==> config.mk <==
export PLATFORM = sky130hd
export DESIGN_NAME = rs_generator_polynomial_unit
export DESIGN_NICKNAME = d
export VERILOG_FILES = /design/src/hdl/rsgp_pkg.sv /design/src/hdl/rs_generator_polynomial_unit.sv /design/src/hdl/rsgp_ram.sv
export VERILOG_INCLUDE_DIRS = /design/src /design/src/hdl
export SDC_FILE = /design/constraint.sdc
export NUM_CORES = 1
export LEC_CHECK = 0
export BUFFER_PORTS_ARGS = -buffer_cell sky130_fd_sc_hd__buf_4
export CORE_MARGIN = 2
export CORE_UTILIZATION = 60
export DETAILED_ROUTE_END_ITERATION = 10
export PLACE_DENSITY = 0.76
export REMOVE_ABC_BUFFERS = 1
export SETUP_SLACK_MARGIN = 0.4
export SLEW_MARGIN = 5
export SYNTH_ARGS = -nofsm -noshare
export SYNTH_HDL_FRONTEND = slang
export SYNTH_HIERARCHICAL = 1
export SYNTH_SLANG_ARGS = --single-unit
export TNS_END_PERCENT = 50
==> constraint.sdc <==
create_clock -name clk -period 8.7 [get_ports clk]
set_input_delay 1.74 -clock clk [delete_from_list [all_inputs] [get_ports clk]]
set_output_delay 1.74 -clock clk [all_outputs]
set_load 0.01 [all_outputs]
==> src/hdl/assert_macros.svh <==
// Assertion macros used by the top-level RTL file of the generator polynomial block.
`ifndef ASSERT_MACROS_SVH
`define ASSERT_MACROS_SVH

`ifndef SYNTH

// Property must hold at every clock edge outside reset.
`define ASSERT_AT(label, clk, rstn, prop, msg) \
    label: assert property (@(posedge clk) disable iff (!rstn) prop) else $error(msg);

// Condition must never be true at a clock edge outside reset.
`define ASSERT_NEVER(label, clk, rstn, cond, msg) \
    label: assert property (@(posedge clk) disable iff (!rstn) !(cond)) else $error(msg);

`else

`define ASSERT_AT(label, clk, rstn, prop, msg)
`define ASSERT_NEVER(label, clk, rstn, cond, msg)

`endif

`endif

==> src/hdl/rsgp_pkg.sv <==
// Package with GF(2^8) arithmetic for the generator polynomial block.
package rsgp_pkg;

    localparam int unsigned GF_BITS = 8;

    typedef logic [GF_BITS-1:0] gf_t;

    // Shift-and-add multiply; red is the low byte of the reduction polynomial.
    function automatic gf_t gf_mul(input gf_t a, input gf_t b, input gf_t red);
        logic [GF_BITS:0] x;
        gf_t              acc;
        begin
            x   = {1'b0, a};
            acc = '0;
            for (int i = 0; i < GF_BITS; i++)
            begin
                if (b[i])
                begin
                    acc = acc ^ x[GF_BITS-1:0];
                end
                x = {x[GF_BITS-1:0], 1'b0};
                if (x[GF_BITS])
                begin
                    x = {1'b0, x[GF_BITS-1:0] ^ red};
                end
            end
            return acc;
        end
    endfunction

    // Multiply by the field generator 2.
    function automatic gf_t gf_xtime(input gf_t a, input gf_t red);
        begin
            return a[GF_BITS-1] ? ({a[GF_BITS-2:0], 1'b0} ^ red) : {a[GF_BITS-2:0], 1'b0};
        end
    endfunction

endpackage

==> src/hdl/rs_generator_polynomial_unit.sv <==
// Reed-Solomon generator polynomial builder over GF(2^8), top level.
// For degree n the coefficients are built in place in one RAM, one coefficient per cycle
// through its one write port and one read port.
// Output then streams n+1 coefficients at one per cycle while m_tready is high.
// A degree-zero request is accepted but produces no output.
// One request is processed at a time. Reset returns to idle with field polynomial 0x11D.
`include "assert_macros.svh"

module rs_generator_polynomial_unit
    import rsgp_pkg::*;
#(
    parameter int MAX_DEGREE = 63
) (
    input  logic       clk,
    input  logic       rst_n,
    input  logic       s_tvalid,
    output logic       s_tready,
    input  logic [7:0] s_tdata,   // [5:0] degree, [7:6] zero
    output logic       m_tvalid,
    input  logic       m_tready,
    output logic [7:0] m_tdata,   // [7:0] coefficient
    output logic       m_tlast,
    input  logic       cfg_valid,
    output logic       cfg_ready,
    input  logic [8:0] cfg_data   // [8:0] field_polynomial
);

    localparam int AW    = $clog2(MAX_DEGREE + 1);
    localparam int DEG_W = 6;
    localparam int CW    = (AW > DEG_W) ? AW : DEG_W;
    localparam logic [CW-1:0] MAX_N = CW'(MAX_DEGREE);
    localparam gf_t POLY_RESET = 8'h1D;

    typedef enum logic [2:0] {
        ST_IDLE,
        ST_INIT,
        ST_SETUP,
        ST_STEP,
        ST_NEXT,
        ST_OUT
    } state_t;

    state_t         state_reg, state_next;
    logic [AW-1:0]  n_reg, n_next;
    logic [AW-1:0]  len_reg, len_next;
    logic [AW-1:0]  k_reg, k_next;
    logic [AW-1:0]  j_reg, j_next;
    gf_t            held_reg, held_next;
    gf_t            root_reg, root_next;
    gf_t            poly_reg;
    logic           valid_reg, valid_next;
    logic           last_reg, last_next;

    logic           wr_en;
    logic [AW-1:0]  wr_addr;
    gf_t            wr_data;
    logic           rd_en;
    logic [AW-1:0]  rd_addr;
    gf_t            rd_data;

    logic [CW-1:0]  deg_ext;
    logic [CW-1:0]  deg_sat;

    assign deg_ext = CW'(s_tdata[DEG_W-1:0]);
    assign deg_sat = (deg_ext > MAX_N) ? MAX_N : deg_ext;

    assign s_tready  = (state_reg == ST_IDLE);
    assign cfg_ready = 1'b1;
    assign m_tvalid  = valid_reg;
    assign m_tdata   = rd_data;
    assign m_tlast   = last_reg;

    rsgp_ram #(
        .WIDTH (GF_BITS),
        .DEPTH (MAX_DEGREE + 1)
    ) u_store (
        .clk     (clk),
        .wr_en   (wr_en),
        .wr_addr (wr_addr),
        .wr_data (wr_data),
        .rd_en   (rd_en),
        .rd_addr (rd_addr),
        .rd_data (rd_data)
    );

    always_comb
    begin
        state_next = state_reg;
        n_next     = n_reg;
        len_next   = len_reg;
        k_next     = k_reg;
        j_next     = j_reg;
        held_next  = held_reg;
        root_next  = root_reg;
        valid_next = valid_reg;
        last_next  = last_reg;
        wr_en      = 1'b0;
        wr_addr    = k_reg;
        wr_data    = held_reg ^ gf_mul(rd_data, root_reg, poly_reg);
        rd_en      = 1'b0;
        rd_addr    = k_reg - AW'(1);

        unique case (state_reg)
            ST_IDLE:
            begin
                if (s_tvalid)
                begin
                    n_next = deg_sat[AW-1:0];
                    if (deg_sat != '0)
                    begin
                        state_next = ST_INIT;
                    end
                end
            end
            ST_INIT:
            begin
                // The leading coefficient is always one.
                wr_en      = 1'b1;
                wr_addr    = '0;
                wr_data    = gf_t'(1);
                len_next   = AW'(1);
                root_next  = gf_t'(1);
                state_next = ST_SETUP;
            end
            ST_SETUP:
            begin
                rd_en      = 1'b1;
                rd_addr    = len_reg - AW'(1);
                k_next     = len_reg;
                held_next  = '0;
                state_next = ST_STEP;
            end
            ST_STEP:
            begin
                // rd_data is old[k-1]; held_reg is old[k], zero above the top entry.
                wr_en     = 1'b1;
                held_next = rd_data;
                if (k_reg == AW'(1))
                begin
                    state_next = ST_NEXT;
                end
                else
                begin
                    rd_en   = 1'b1;
                    rd_addr = k_reg - AW'(2);
                    k_next  = k_reg - AW'(1);
                end
            end
            ST_NEXT:
            begin
                if (len_reg == n_reg)
                begin
                    j_next     = '0;
                    state_next = ST_OUT;
                end
                else
                begin
                    rd_en      = 1'b1;
                    rd_addr    = len_reg;
                    k_next     = len_reg + AW'(1);
                    len_next   = len_reg + AW'(1);
                    held_next  = '0;
                    root_next  = gf_xtime(root_reg, poly_reg);
                    state_next = ST_STEP;
                end
            end
            ST_OUT:
            begin
                if (valid_reg && m_tready && last_reg)
                begin
                    valid_next = 1'b0;
                    last_next  = 1'b0;
                    state_next = ST_IDLE;
                end
                else if (!valid_reg || m_tready)
                begin
                    // The RAM read register doubles as the output register.
                    rd_en      = 1'b1;
                    rd_addr    = j_reg;
                    valid_next = 1'b1;
                    last_next  = (j_reg == n_reg);
                    j_next     = j_reg + AW'(1);
                end
            end
            default:
            begin
                state_next = ST_IDLE;
            end
        endcase
    end

    always_ff @(posedge clk or negedge rst_n)
    begin
        if (!rst_n)
        begin
            state_reg <= ST_IDLE;
            n_reg     <= '0;
            len_reg   <= '0;
            k_reg     <= '0;
            j_reg     <= '0;
            held_reg  <= '0;
            root_reg  <= gf_t'(1);
            valid_reg <= 1'b0;
            last_reg  <= 1'b0;
            poly_reg  <= POLY_RESET;
        end
        else
        begin
            state_reg <= state_next;
            n_reg     <= n_next;
            len_reg   <= len_next;
            k_reg     <= k_next;
            j_reg     <= j_next;
            held_reg  <= held_next;
            root_reg  <= root_next;
            valid_reg <= valid_next;
            last_reg  <= last_next;
            if (cfg_valid)
            begin
                poly_reg <= cfg_data[7:0];
            end
        end
    end

    `ASSERT_NEVER(a_no_rw_collision, clk, rst_n, wr_en && rd_en && (wr_addr == rd_addr), "RAM read and write hit the same entry")
    `ASSERT_NEVER(a_idle_no_output, clk, rst_n, s_tready && m_tvalid, "Output valid while accepting requests")
    `ASSERT_NEVER(a_step_index, clk, rst_n, (state_reg == ST_STEP) && (k_reg == '0), "Update step at index zero")
    `ASSERT_AT(a_last_to_idle, clk, rst_n, (m_tvalid && m_tready && m_tlast) |=> s_tready, "No return to idle after last coefficient")
    `ASSERT_AT(a_len_bound, clk, rst_n, (state_reg == ST_STEP) |-> (len_reg <= n_reg), "Polynomial grew past requested degree")

endmodule

==> src/hdl/rsgp_ram.sv <==
// Generic single-write, single-read synchronous RAM with registered read data.
module rsgp_ram #(
    parameter int WIDTH = 8,
    parameter int DEPTH = 64
) (
    input  logic                     clk,
    input  logic                     wr_en,
    input  logic [$clog2(DEPTH)-1:0] wr_addr,
    input  logic [WIDTH-1:0]         wr_data,
    input  logic                     rd_en,
    input  logic [$clog2(DEPTH)-1:0] rd_addr,
    output logic [WIDTH-1:0]         rd_data
);

    logic [WIDTH-1:0] mem [DEPTH];

    always_ff @(posedge clk)
    begin
        if (wr_en)
        begin
            mem[wr_addr] <= wr_data;
        end
        // Read data holds its value while no read is requested.
        if (rd_en)
        begin
            rd_data <= mem[rd_addr];
        end
    end

endmodule

# Word level (Yosys, flattened, before mapping)
# Memory sizes are Yosys's and may differ from the RTL's. A register that Yosys moved wholly into a read port is not among the register bits.
# Cells that the tools add are included.
dict set report totals {
  inputBits 22
  word_cells 122
  mem_count 1
  ram_bits 512
  regBits 53
  out_inout_bits 12
}
dict set report op_classes {
  addsub 5
  reduce_logical 18
  n_bitwise 16
  n_mux 54
  n_eq_ne 17
  order_cmp 1
}
# name words word_bits rd rd_clocked_by_memory_dff wr line_no
set mem_list {}
lappend mem_list {u_store.mem 64 8 1 1 1 rsgp_ram.sv:15} ;# logic [WIDTH-1:0] mem [DEPTH];
# op count
set ops {}
lappend ops {{8-bit 2-to-1 mux} 19}
lappend ops {{8-bit XOR} 16}
lappend ops {{6-bit 2-to-1 mux} 11}
lappend ops {{6-bit one-hot mux with 2 select lines} 2}
lappend ops {{6-bit one-hot mux with 4 select lines} 1}
lappend ops {{8-bit one-hot mux with 3 select lines} 1}
lappend ops {{3-bit one-hot mux with 6 select lines} 1}
lappend ops {{6-bit one-hot mux with 3 select lines} 1}
lappend ops {{2-bit inequality test (second input constant)} 8}
lappend ops {{8-bit one-hot mux with 2 select lines} 1}
lappend ops {{3-bit 2-to-1 mux} 5}
lappend ops {{6-bit by 1-bit adder with 6-bit output (second input constant)} 2}
lappend ops {{6-bit equality test} 2}
lappend ops {{6-bit by 1-bit subtractor with 6-bit output (second input constant)} 2}
lappend ops {{1-bit 2-to-1 mux} 11}
lappend ops {{2-bit AND reduction} 4}
lappend ops {{4-bit AND reduction} 2}
lappend ops {{3-bit by 2-bit equality test with 1-bit output (second input constant)} 2}
lappend ops {{3-bit equality test (second input constant)} 2}
lappend ops {{6-bit by 1-bit equality test with 1-bit output (second input constant)} 1}
lappend ops {{6-bit greater-than comparator (second input constant)} 1}
lappend ops {{2-bit nonzero test} 3}
lappend ops {{6-bit nonzero test} 1}
lappend ops {{6-bit by 2-bit subtractor with 6-bit output (second input constant)} 1}
lappend ops {{other kinds (10)} 11}

# Depth between registers and ports, before layout
# Gate-level depths: netlist of run 1.
dict set report logic_depth {
  word_depth 18
  depth_mapped 17
  depth_no_buf 15
}

# Cells and area by module
# Netlist of run 1, hierarchy kept.
# module cells_each instances area_per_inst_um2 seq_area_each_um2
set modules_own_cells {}
lappend modules_own_cells {rsgp_ram 940 1 20246.9 15615.0}
lappend modules_own_cells {rs_generator_polynomial_unit 768 1 6109.6 1332.5}

# Worst setup path after synthesis of run 1
# Ideal clock, no wire load.
dict set report synth_path {
  path_kind {flip-flop to flip-flop}
  start {register u_store.rd_data[7] (read register of u_store.mem)}
  end {memory u_store.mem[0][5] (data pin)}
  n_path_buf 3
  setup_time_ps 712
  required_ps 7988
  arrival_ps 5719
  period_less_slack_ps 6431
  path_stages_with_launch 15
  slack_ps 2269
  cell_sequence {edfxtp_1 -> buf_2 -> and2b_4 -> o221ai_4 -> xor2_1 -> buf_2 -> nor4_1 -> o31ai_2 -> and2_1 -> buf_6 -> nand2_1 -> xnor3_1 -> and3_1 -> o211ai_1 -> nor3b_1}
}
dict set report synth_between {
  elab_chain_len 17
  word_cells_on_any_way 29
  classes_between {mux (15); bitwise (14)}
}
# item line_no
set synth_rtl {}
lappend synth_rtl {{start, declared} rsgp_ram.sv:12} ;# output logic [WIDTH-1:0] rd_data
lappend synth_rtl {{8-bit 2-to-1 mux *} rsgp_pkg.sv:22} ;# if (x[GF_BITS])
lappend synth_rtl {{8-bit XOR, on equally long branches} {rsgp_pkg.sv:19, rsgp_pkg.sv:24}}
lappend synth_rtl {{8-bit 2-to-1 mux, on equally long branches} {rsgp_pkg.sv:17, rsgp_pkg.sv:22}}
lappend synth_rtl {{8-bit XOR, on equally long branches} {rsgp_pkg.sv:19, rsgp_pkg.sv:24}}
lappend synth_rtl {{8-bit 2-to-1 mux, on equally long branches} {rsgp_pkg.sv:17, rsgp_pkg.sv:22}}
lappend synth_rtl {{8-bit XOR, on equally long branches} {rsgp_pkg.sv:19, rsgp_pkg.sv:24}}
lappend synth_rtl {{8-bit 2-to-1 mux, on equally long branches} {rsgp_pkg.sv:17, rsgp_pkg.sv:22}}
lappend synth_rtl {{8-bit XOR, on equally long branches} {rsgp_pkg.sv:19, rsgp_pkg.sv:24}}
lappend synth_rtl {{[2 not listed]} -}
lappend synth_rtl {{8-bit 2-to-1 mux, on equally long branches} {rsgp_pkg.sv:17, rsgp_pkg.sv:22}}
lappend synth_rtl {{8-bit XOR} rsgp_pkg.sv:19} ;# acc = acc ^ x[GF_BITS-1:0];
lappend synth_rtl {{8-bit 2-to-1 mux} rsgp_pkg.sv:17} ;# if (b[i])
lappend synth_rtl {{8-bit XOR} rsgp_pkg.sv:19}
lappend synth_rtl {{8-bit 2-to-1 mux *} rsgp_pkg.sv:17}
lappend synth_rtl {{8-bit XOR *} rs_generator_polynomial_unit.sv:99} ;# wr_data = held_reg ^ gf_mul(rd_data, root_reg, poly_reg);
lappend synth_rtl {{8-bit 2-to-1 mux *} rs_generator_polynomial_unit.sv:103} ;# unique case (state_reg)
lappend synth_rtl {{net wr_data[5]} rs_generator_polynomial_unit.sv:56} ;# gf_t wr_data;
lappend synth_rtl {{end, declared} rsgp_ram.sv:15}
# Mark *: on every way through the listed nets, which the timed path passes. The rest lies on a longest branch.

# Worst setup path in the final report of run 1
dict set report layout_path {
  start {register u_store.rd_data[7] (read register of u_store.mem)}
  end {memory u_store.mem[18][7] (data pin)}
}
dict set report layout_between {
  elab_chain_len 17
  word_cells_on_any_way 30
  classes_between {mux (16); bitwise (14)}
}
# item line_no
set layout_rtl {}
lappend layout_rtl {{8-bit 2-to-1 mux, on equally long branches} {rsgp_pkg.sv:17, rsgp_pkg.sv:22}}
lappend layout_rtl {{8-bit XOR, on equally long branches} {rsgp_pkg.sv:19, rsgp_pkg.sv:24}}
lappend layout_rtl {{8-bit 2-to-1 mux, on equally long branches} {rsgp_pkg.sv:17, rsgp_pkg.sv:22}}
lappend layout_rtl {{8-bit XOR, on equally long branches} {rsgp_pkg.sv:19, rsgp_pkg.sv:24}}
lappend layout_rtl {{8-bit 2-to-1 mux, on equally long branches} {rsgp_pkg.sv:17, rsgp_pkg.sv:22}}
lappend layout_rtl {{8-bit XOR, on equally long branches} {rsgp_pkg.sv:19, rsgp_pkg.sv:24}}
lappend layout_rtl {{8-bit 2-to-1 mux, on equally long branches} {rsgp_pkg.sv:17, rsgp_pkg.sv:22}}
lappend layout_rtl {{8-bit XOR, on equally long branches} {rsgp_pkg.sv:19, rsgp_pkg.sv:24}}
lappend layout_rtl {{[2 not listed]} -}
lappend layout_rtl {{8-bit 2-to-1 mux, on equally long branches} {rsgp_pkg.sv:17, rsgp_pkg.sv:22}}
lappend layout_rtl {{8-bit XOR, on equally long branches} {rsgp_pkg.sv:19, rsgp_pkg.sv:24}}
lappend layout_rtl {{8-bit 2-to-1 mux, on equally long branches} {rsgp_pkg.sv:17, rsgp_pkg.sv:22}}
lappend layout_rtl {{8-bit XOR} rsgp_pkg.sv:19}
lappend layout_rtl {{8-bit 2-to-1 mux *} rsgp_pkg.sv:17}
lappend layout_rtl {{8-bit XOR *} rs_generator_polynomial_unit.sv:99}
lappend layout_rtl {{8-bit 2-to-1 mux *} rs_generator_polynomial_unit.sv:103}
lappend layout_rtl {{net wr_data[7]} rs_generator_polynomial_unit.sv:56}
# Marks and branches as above.

==> results of run 1 <==
==> layout by cell type, fill, tap and decap left out, drive strengths merged, types with 8 or more instances in the layout <==
cell,synthesis,final
edfxtp,520,520
nor2,129,129
mux4,126,126
nand2,123,123
o21ai,70,70
clkbuf,55,57
xnor2,50,50
buf,53,49
dfrtp,48,48
a21oi,43,43
xor2,33,33
nand3,33,33
nor3,33,33
clkinv,0,31
mux2i,27,27
a211oi,27,27
inv,24,26
mux2,22,22
nor2b,21,21
nand2b,19,19
xnor3,16,16
o211ai,16,16
o22ai,15,15
o31ai,15,15
o21a,10,10
bufinv,0,10
a221oi,10,10
o221ai,10,10
and2,10,10
nand4,9,9
and3,9,9
or3,9,9
nand3b,8,8
nor4,8,8
o211a,8,8
==> critical path, delay by kind of cell, from the launching register on <==
kind	cells	cell delay, ns
compound gates	3	1.38
mux	1	0.28
xor+xnor	3	1.58
buf+inv	1	0.51
simple gates	4	0.74
flops	1	0.87
==> per-layer routing <==
metal,GRT usage (%),vias to the layer above
li1,-,6730
met1,38.19,7927
met2,44.48,735
met3,4.145,139
met4,11.42,0
met5,0,-
==> worst paths after layout <==
kind | from | slack, ns | to
setup reg to reg | u_store/rd_data[7] | 2.99 | u_store/mem[18][7]
max in group asynchronous | rst_n | 7.06 | poly_reg[5]
min in group asynchronous | rst_n | 1.16 | len_reg[3]
hold / removal | held_reg[6] | 0.52 | held_reg[6]
hold reg to reg | held_reg[6] | 0.52 | held_reg[6]
setup / recovery | u_store/rd_data[7] | 2.99 | u_store/mem[18][7]
==> area by class of cell <==
type	count	area [um^2]	area share, %
Inverter	24	90.09	0.3116
Sequential cell	573	16950	58.62
Clock buffer	57	1384	4.786
Clock inverter	46	540.5	1.869
Multi-Input combinational cell	1003	8826	30.53
Tap cell	585	732.0	2.532
Timing Repair Buffer	49	392.9	1.359
==> kinds of logic (layout without fill, tap and decap cells) <==
logic type / after synthesis / count (layout) / share of synthesized area (%)
AO/OA/AOI/OAI: 292 / 292 / 8.013
XOR/XNOR: 100 / 100 / 4.287
adder cells (fa/ha/maj): 7 / 7 / 0.3323
buffers and inverters: 132 / 176 / 2.601
other: 1 / 1 / 0.01423
flip-flops: 573 / 573 / 64.30
AND/OR/NAND/NOR: 428 / 428 / 7.719
multiplexers: 175 / 175 / 12.73
==> per-stage QoR <==
stage,instance area (um^2),std cells,setup TNS [ns]
3_3_place_gp,26990,2234,0
6_report,28910,2337,0
3_5_place_dp,26990,2234,0
2_1_floorplan,25760,1600,-175.96
4_1_cts,28910,2337,0
5_1_grt,28910,2337,0
==> flow_summary.toml, run 1 <==
[run_status]
status = "complete, no violations"

[synth]
synthFlopType = "edfxtp_1"
synth_top_cell_area_share_pct = 59.25
yosysWarnings = 6
synth.yosys.seq_area_share_pct = 64.30
synth_area_leaders = "edfxtp_1 (59%), mux4_2 (11%), dfrtp_1 (4.6%)"
synth_commonest_cells = "edfxtp_1 (520), nor2_1 (128), mux4_2 (126), nand2_1 (123), o21ai_0 (58)"
synth_area_leader_cell = "edfxtp_1"
synth_edf_count = 520
synth.most_common_cell = "edfxtp_1"
synth_cell_type_count = 88
synthCells = 1708
syn_avg_cell_area_um2 = 15.43
netlist_area_mm2 = 0.02636
async_reset_ff_share_pct = 9.250
synth_seq_cells = 573

[floorplan]
rows = 76
num_io_pins = 34
dieArea_mm2 = 0.04562
die_h_um = 213.6
die_w_um = 213.6
fp.coreArea_mm2 = 0.04317
initial_core_util_pct = 61.05

[setup_path]
crit_path_max_fanout = 64
cp.arrival_ns = 6.01
path_common_cell = "xnor3_1"
start_kind = "register"
path_cells = "nand2_1 > o221ai_4 > xor2_1 > o211ai_1 > a211oi_1 > nor2_1 > xnor3_1 > or3_1 > mux2_2 > xnor3_1 > nor2_4 > buf_4"
reg2reg_depth = 12
setup.worst_path.end_class = "register"
critPathSlowestCell = "edfxtp_1"
critPathKind = "reg -> reg"
slowest_delay_ns = 0.87
critPathRequiredTime_ns = 9.00

[clock_network]
clk_latency_ns = 0.63
path_clk_slew_ns = 0.06
cts-buffers-inserted = 55
post-cts-setup-buffers = 0
clockBufferDepth = 3
ctsHoldBuffers = 0
cts.sinks = 573
h-tree-depth = 2
cts_root_buffer = "clkbuf_16"
cts_tree = "yes"
postCtsResizedCells = 0

[job]
maxCapViolations = 0

[route]
wire_per_inst_um = 26.17
num_vias = 15530
m1WireLength_um = 24010
wl_met2_um = 30060
drc = 0
vias_per_cell = 6.646
firstDrtPassIters = 5
drtIter0Drc = 1920
detail-route-antenna-nets = 0
route.met3.wl_um = 4853
drt-total-wl_um = 61160
highest_layer = "met4"

[timing]
rsz0062_at_grt = "no"
worst_slack_ns = 2.992
skew_ns = 0.04665
fmax_ghz = 0.1752
fin_hold_ws_ns = 0.5180
drv_slew = 0
setup_violations = 0
hold_viol = 0
fin_crit_ns = 5.708
period_share_pct = 65.61
max-slew-margin-rel_pct = 31.76
tightest_slew_ns = 1.020

[final_layout]
max_flop_register = "u_store/mem"
drive_above_1_share_pct = 18.72
area_growth_pct = 9.698
diodes = 0
fin_nets = 1735
fill_cells = 2889
largest_reg_flops = 512
utilization_pct = 66.97

[worst_hold_path]
min_path_type = "reg -> reg"
hold_depth = 2

[placement]
port-buffer-count = 29
place_ws_ns = 2.599
place_congestion = 0.9201
hpwl_um = 37110

[global_routing]
grt_max_degree = 98
grt_pass1_vias = 15150
grt_usage_pct = 27.56
overflow = 0
grt_pass1_wl_um = 92720
antenna_found_initial = 0
Power of run 1 is left out: the tool's default activity adds up to more than one toggle a clock period on the data nets, which glitch-free logic cannot reach.
==> inputs of run 2 (changes only) <==
==> constraint.sdc (replaced) <==
create_clock -name clk -period 5.77 [get_ports clk]
set_input_delay 1.154 -clock clk [delete_from_list [all_inputs] [get_ports clk]]
set_output_delay 1.154 -clock clk [all_outputs]
set_load 0.01 [all_outputs]
==> flow_summary.toml, run 2 (same netlist as run 1, synthesis figures left out) <==
[global_routing]
grt_max_degree = 65
grt_pass1_vias = 15190
grt_pass1_wl_um = 92340
overflow = 0
grt_usage_pct = 27.52
antenna_found_initial = 0

[route]
drt-total-wl_um = 61600
wire_per_inst_um = 26.00
vias_per_cell = 6.602
num_vias = 15640
drc = 0
detail-route-antenna-nets = 0
drtIter0Drc = 1879
firstDrtPassIters = 6

[timing]
setup_violations = 0
fin_hold_ws_ns = 0.5204
tightest_slew_ns = 1.038
worst_slack_ns = 0.6079
rsz0062_at_grt = "no"
period_share_pct = 89.46
hold_viol = 0
fin_crit_ns = 5.162
drv_slew = 0
max-slew-margin-rel_pct = 30.53
skew_ns = 0.03320
fmax_ghz = 0.1937

[final_layout]
area_growth_pct = 11.09
mostFrequentLayoutCells = "edfxtp_1 (520), nor2_1 (127), mux4_2 (126)"
fin_cells = 2369
fill_cells = 2863
largest_reg_flops = 512
regArea_mm2 = 0.01695
final_common_cell = "edfxtp_1"
multi_input_comb_area_mm2 = 0.008848
fin_nets = 1768
final_area_mm2 = 0.02928
drive_above_1_share_pct = 19.79
max_flop_register = "u_store/mem"
diodes = 0

[setup_path]
critPathRequiredTime_ns = 6.10
critPathKind = "reg -> reg"
slowest_delay_ns = 0.73
crit_path_max_fanout = 20
path_cells = "inv_1 > a211oi_2 > o32ai_1 > o211ai_2 > xnor3_1 > a2111oi_0 > a211o_1 > o31ai_1 > xnor3_1 > nor3_2 > o21ai_4 > buf_4"
cp.arrival_ns = 5.49
critPathSlowestCell = "nor3_2"
start_kind = "register"
setup.worst_path.end_class = "register"
path_common_cell = "xnor3_1"

[clock_network]
clk_latency_ns = 0.63
cts-buffers-inserted = 56
ctsHoldBuffers = 0
cts_root_buffer = "clkbuf_16"
cts.sinks = 573
cts_tree = "yes"
path_clk_slew_ns = 0.06
h-tree-depth = 2
clockBufferDepth = 3

[run_status]
status = "complete, no violations"

[floorplan]
dieArea_mm2 = 0.04562
die_h_um = 213.6
die_w_um = 213.6
fp.coreArea_mm2 = 0.04317
initial_core_util_pct = 61.05
rows = 76
num_io_pins = 34

[placement]
dpl.cell_count = 2264
place_congestion = 0.9341
place_ws_ns = 0.5105
hpwl_um = 37890
port-buffer-count = 29
placed_area_mm2 = 0.02730

[worst_hold_path]
min_path_type = "reg -> reg"

[job]
maxCapViolations = 0
## run 2: changes by cell type in the layout (fill, tap and decap cells not counted), sizes merged
cell and delta:
buf +30, clkbuf +7, clkinv -6, o21ai +2, clkinvlp -1
## run 2: cell type report
cell class	instances	area share, %
clock buffers	64	4.961
clock inverters	39	1.722
inverters	24	0.3077
multi-input cells	1005	30.22
flip-flops and latches	573	57.88
well taps	585	2.500
repair buffers	79	2.410
## run 2: per-stage QoR
stage | setup TNS, ns | util [%]
finish | 0 | 67.82
detailed placement | 0 | 63.24
global route | 0 | 67.82
floorplan | -616.25 | -
global placement | 0 | 63.24
CTS | 0 | 67.77
## run 2: what timing repair did
| action | CTS | global route |
|---|---|---|
| gates resized for setup | 0 | 1 |
| buffers inserted | 0 | 0 |
| setup endpoints to repair | 0 | 64 |
## run 2: final timing paths
kind	start	end	slack (ns)	cells past startpoint
hold reg to reg	held_reg[6]	held_reg[6]	0.52	2
hold / removal	held_reg[6]	held_reg[6]	0.52	2
setup reg to reg	u_store/rd_data[6]	u_store/mem[29][0]	0.61	12
setup / recovery	u_store/rd_data[6]	u_store/mem[29][0]	0.61	12
max in group asynchronous	rst_n	root_reg[5]	4.71	1
min in group asynchronous	rst_n	state_reg[1]	0.61	1
## run 2: worst max-delay path, delay by kind of cell, from the launching register on
kind / cells / cell delay [ns]
XOR/XNOR: 2 / 0.77
AO/OA/AOI/OAI: 7 / 2.25
flip-flops: 1 / 0.68
buffers and inverters: 2 / 0.44
AND/OR/NAND/NOR: 1 / 0.73
## run 2: metal layers
| layer | global-route usage, % | share of wire (%) | vias up |
|---|---|---|---|
| met5 | 0 | 0 | - |
| met4 | 11.42 | 3.8 | 0 |
| met3 | 4.892 | 8.5 | 145 |
| met2 | 44.23 | 49 | 789 |
| met1 | 37.81 | 39 | 7909 |
| li1 | - | - | 6798 |
Power of run 2 is left out for the same reason.
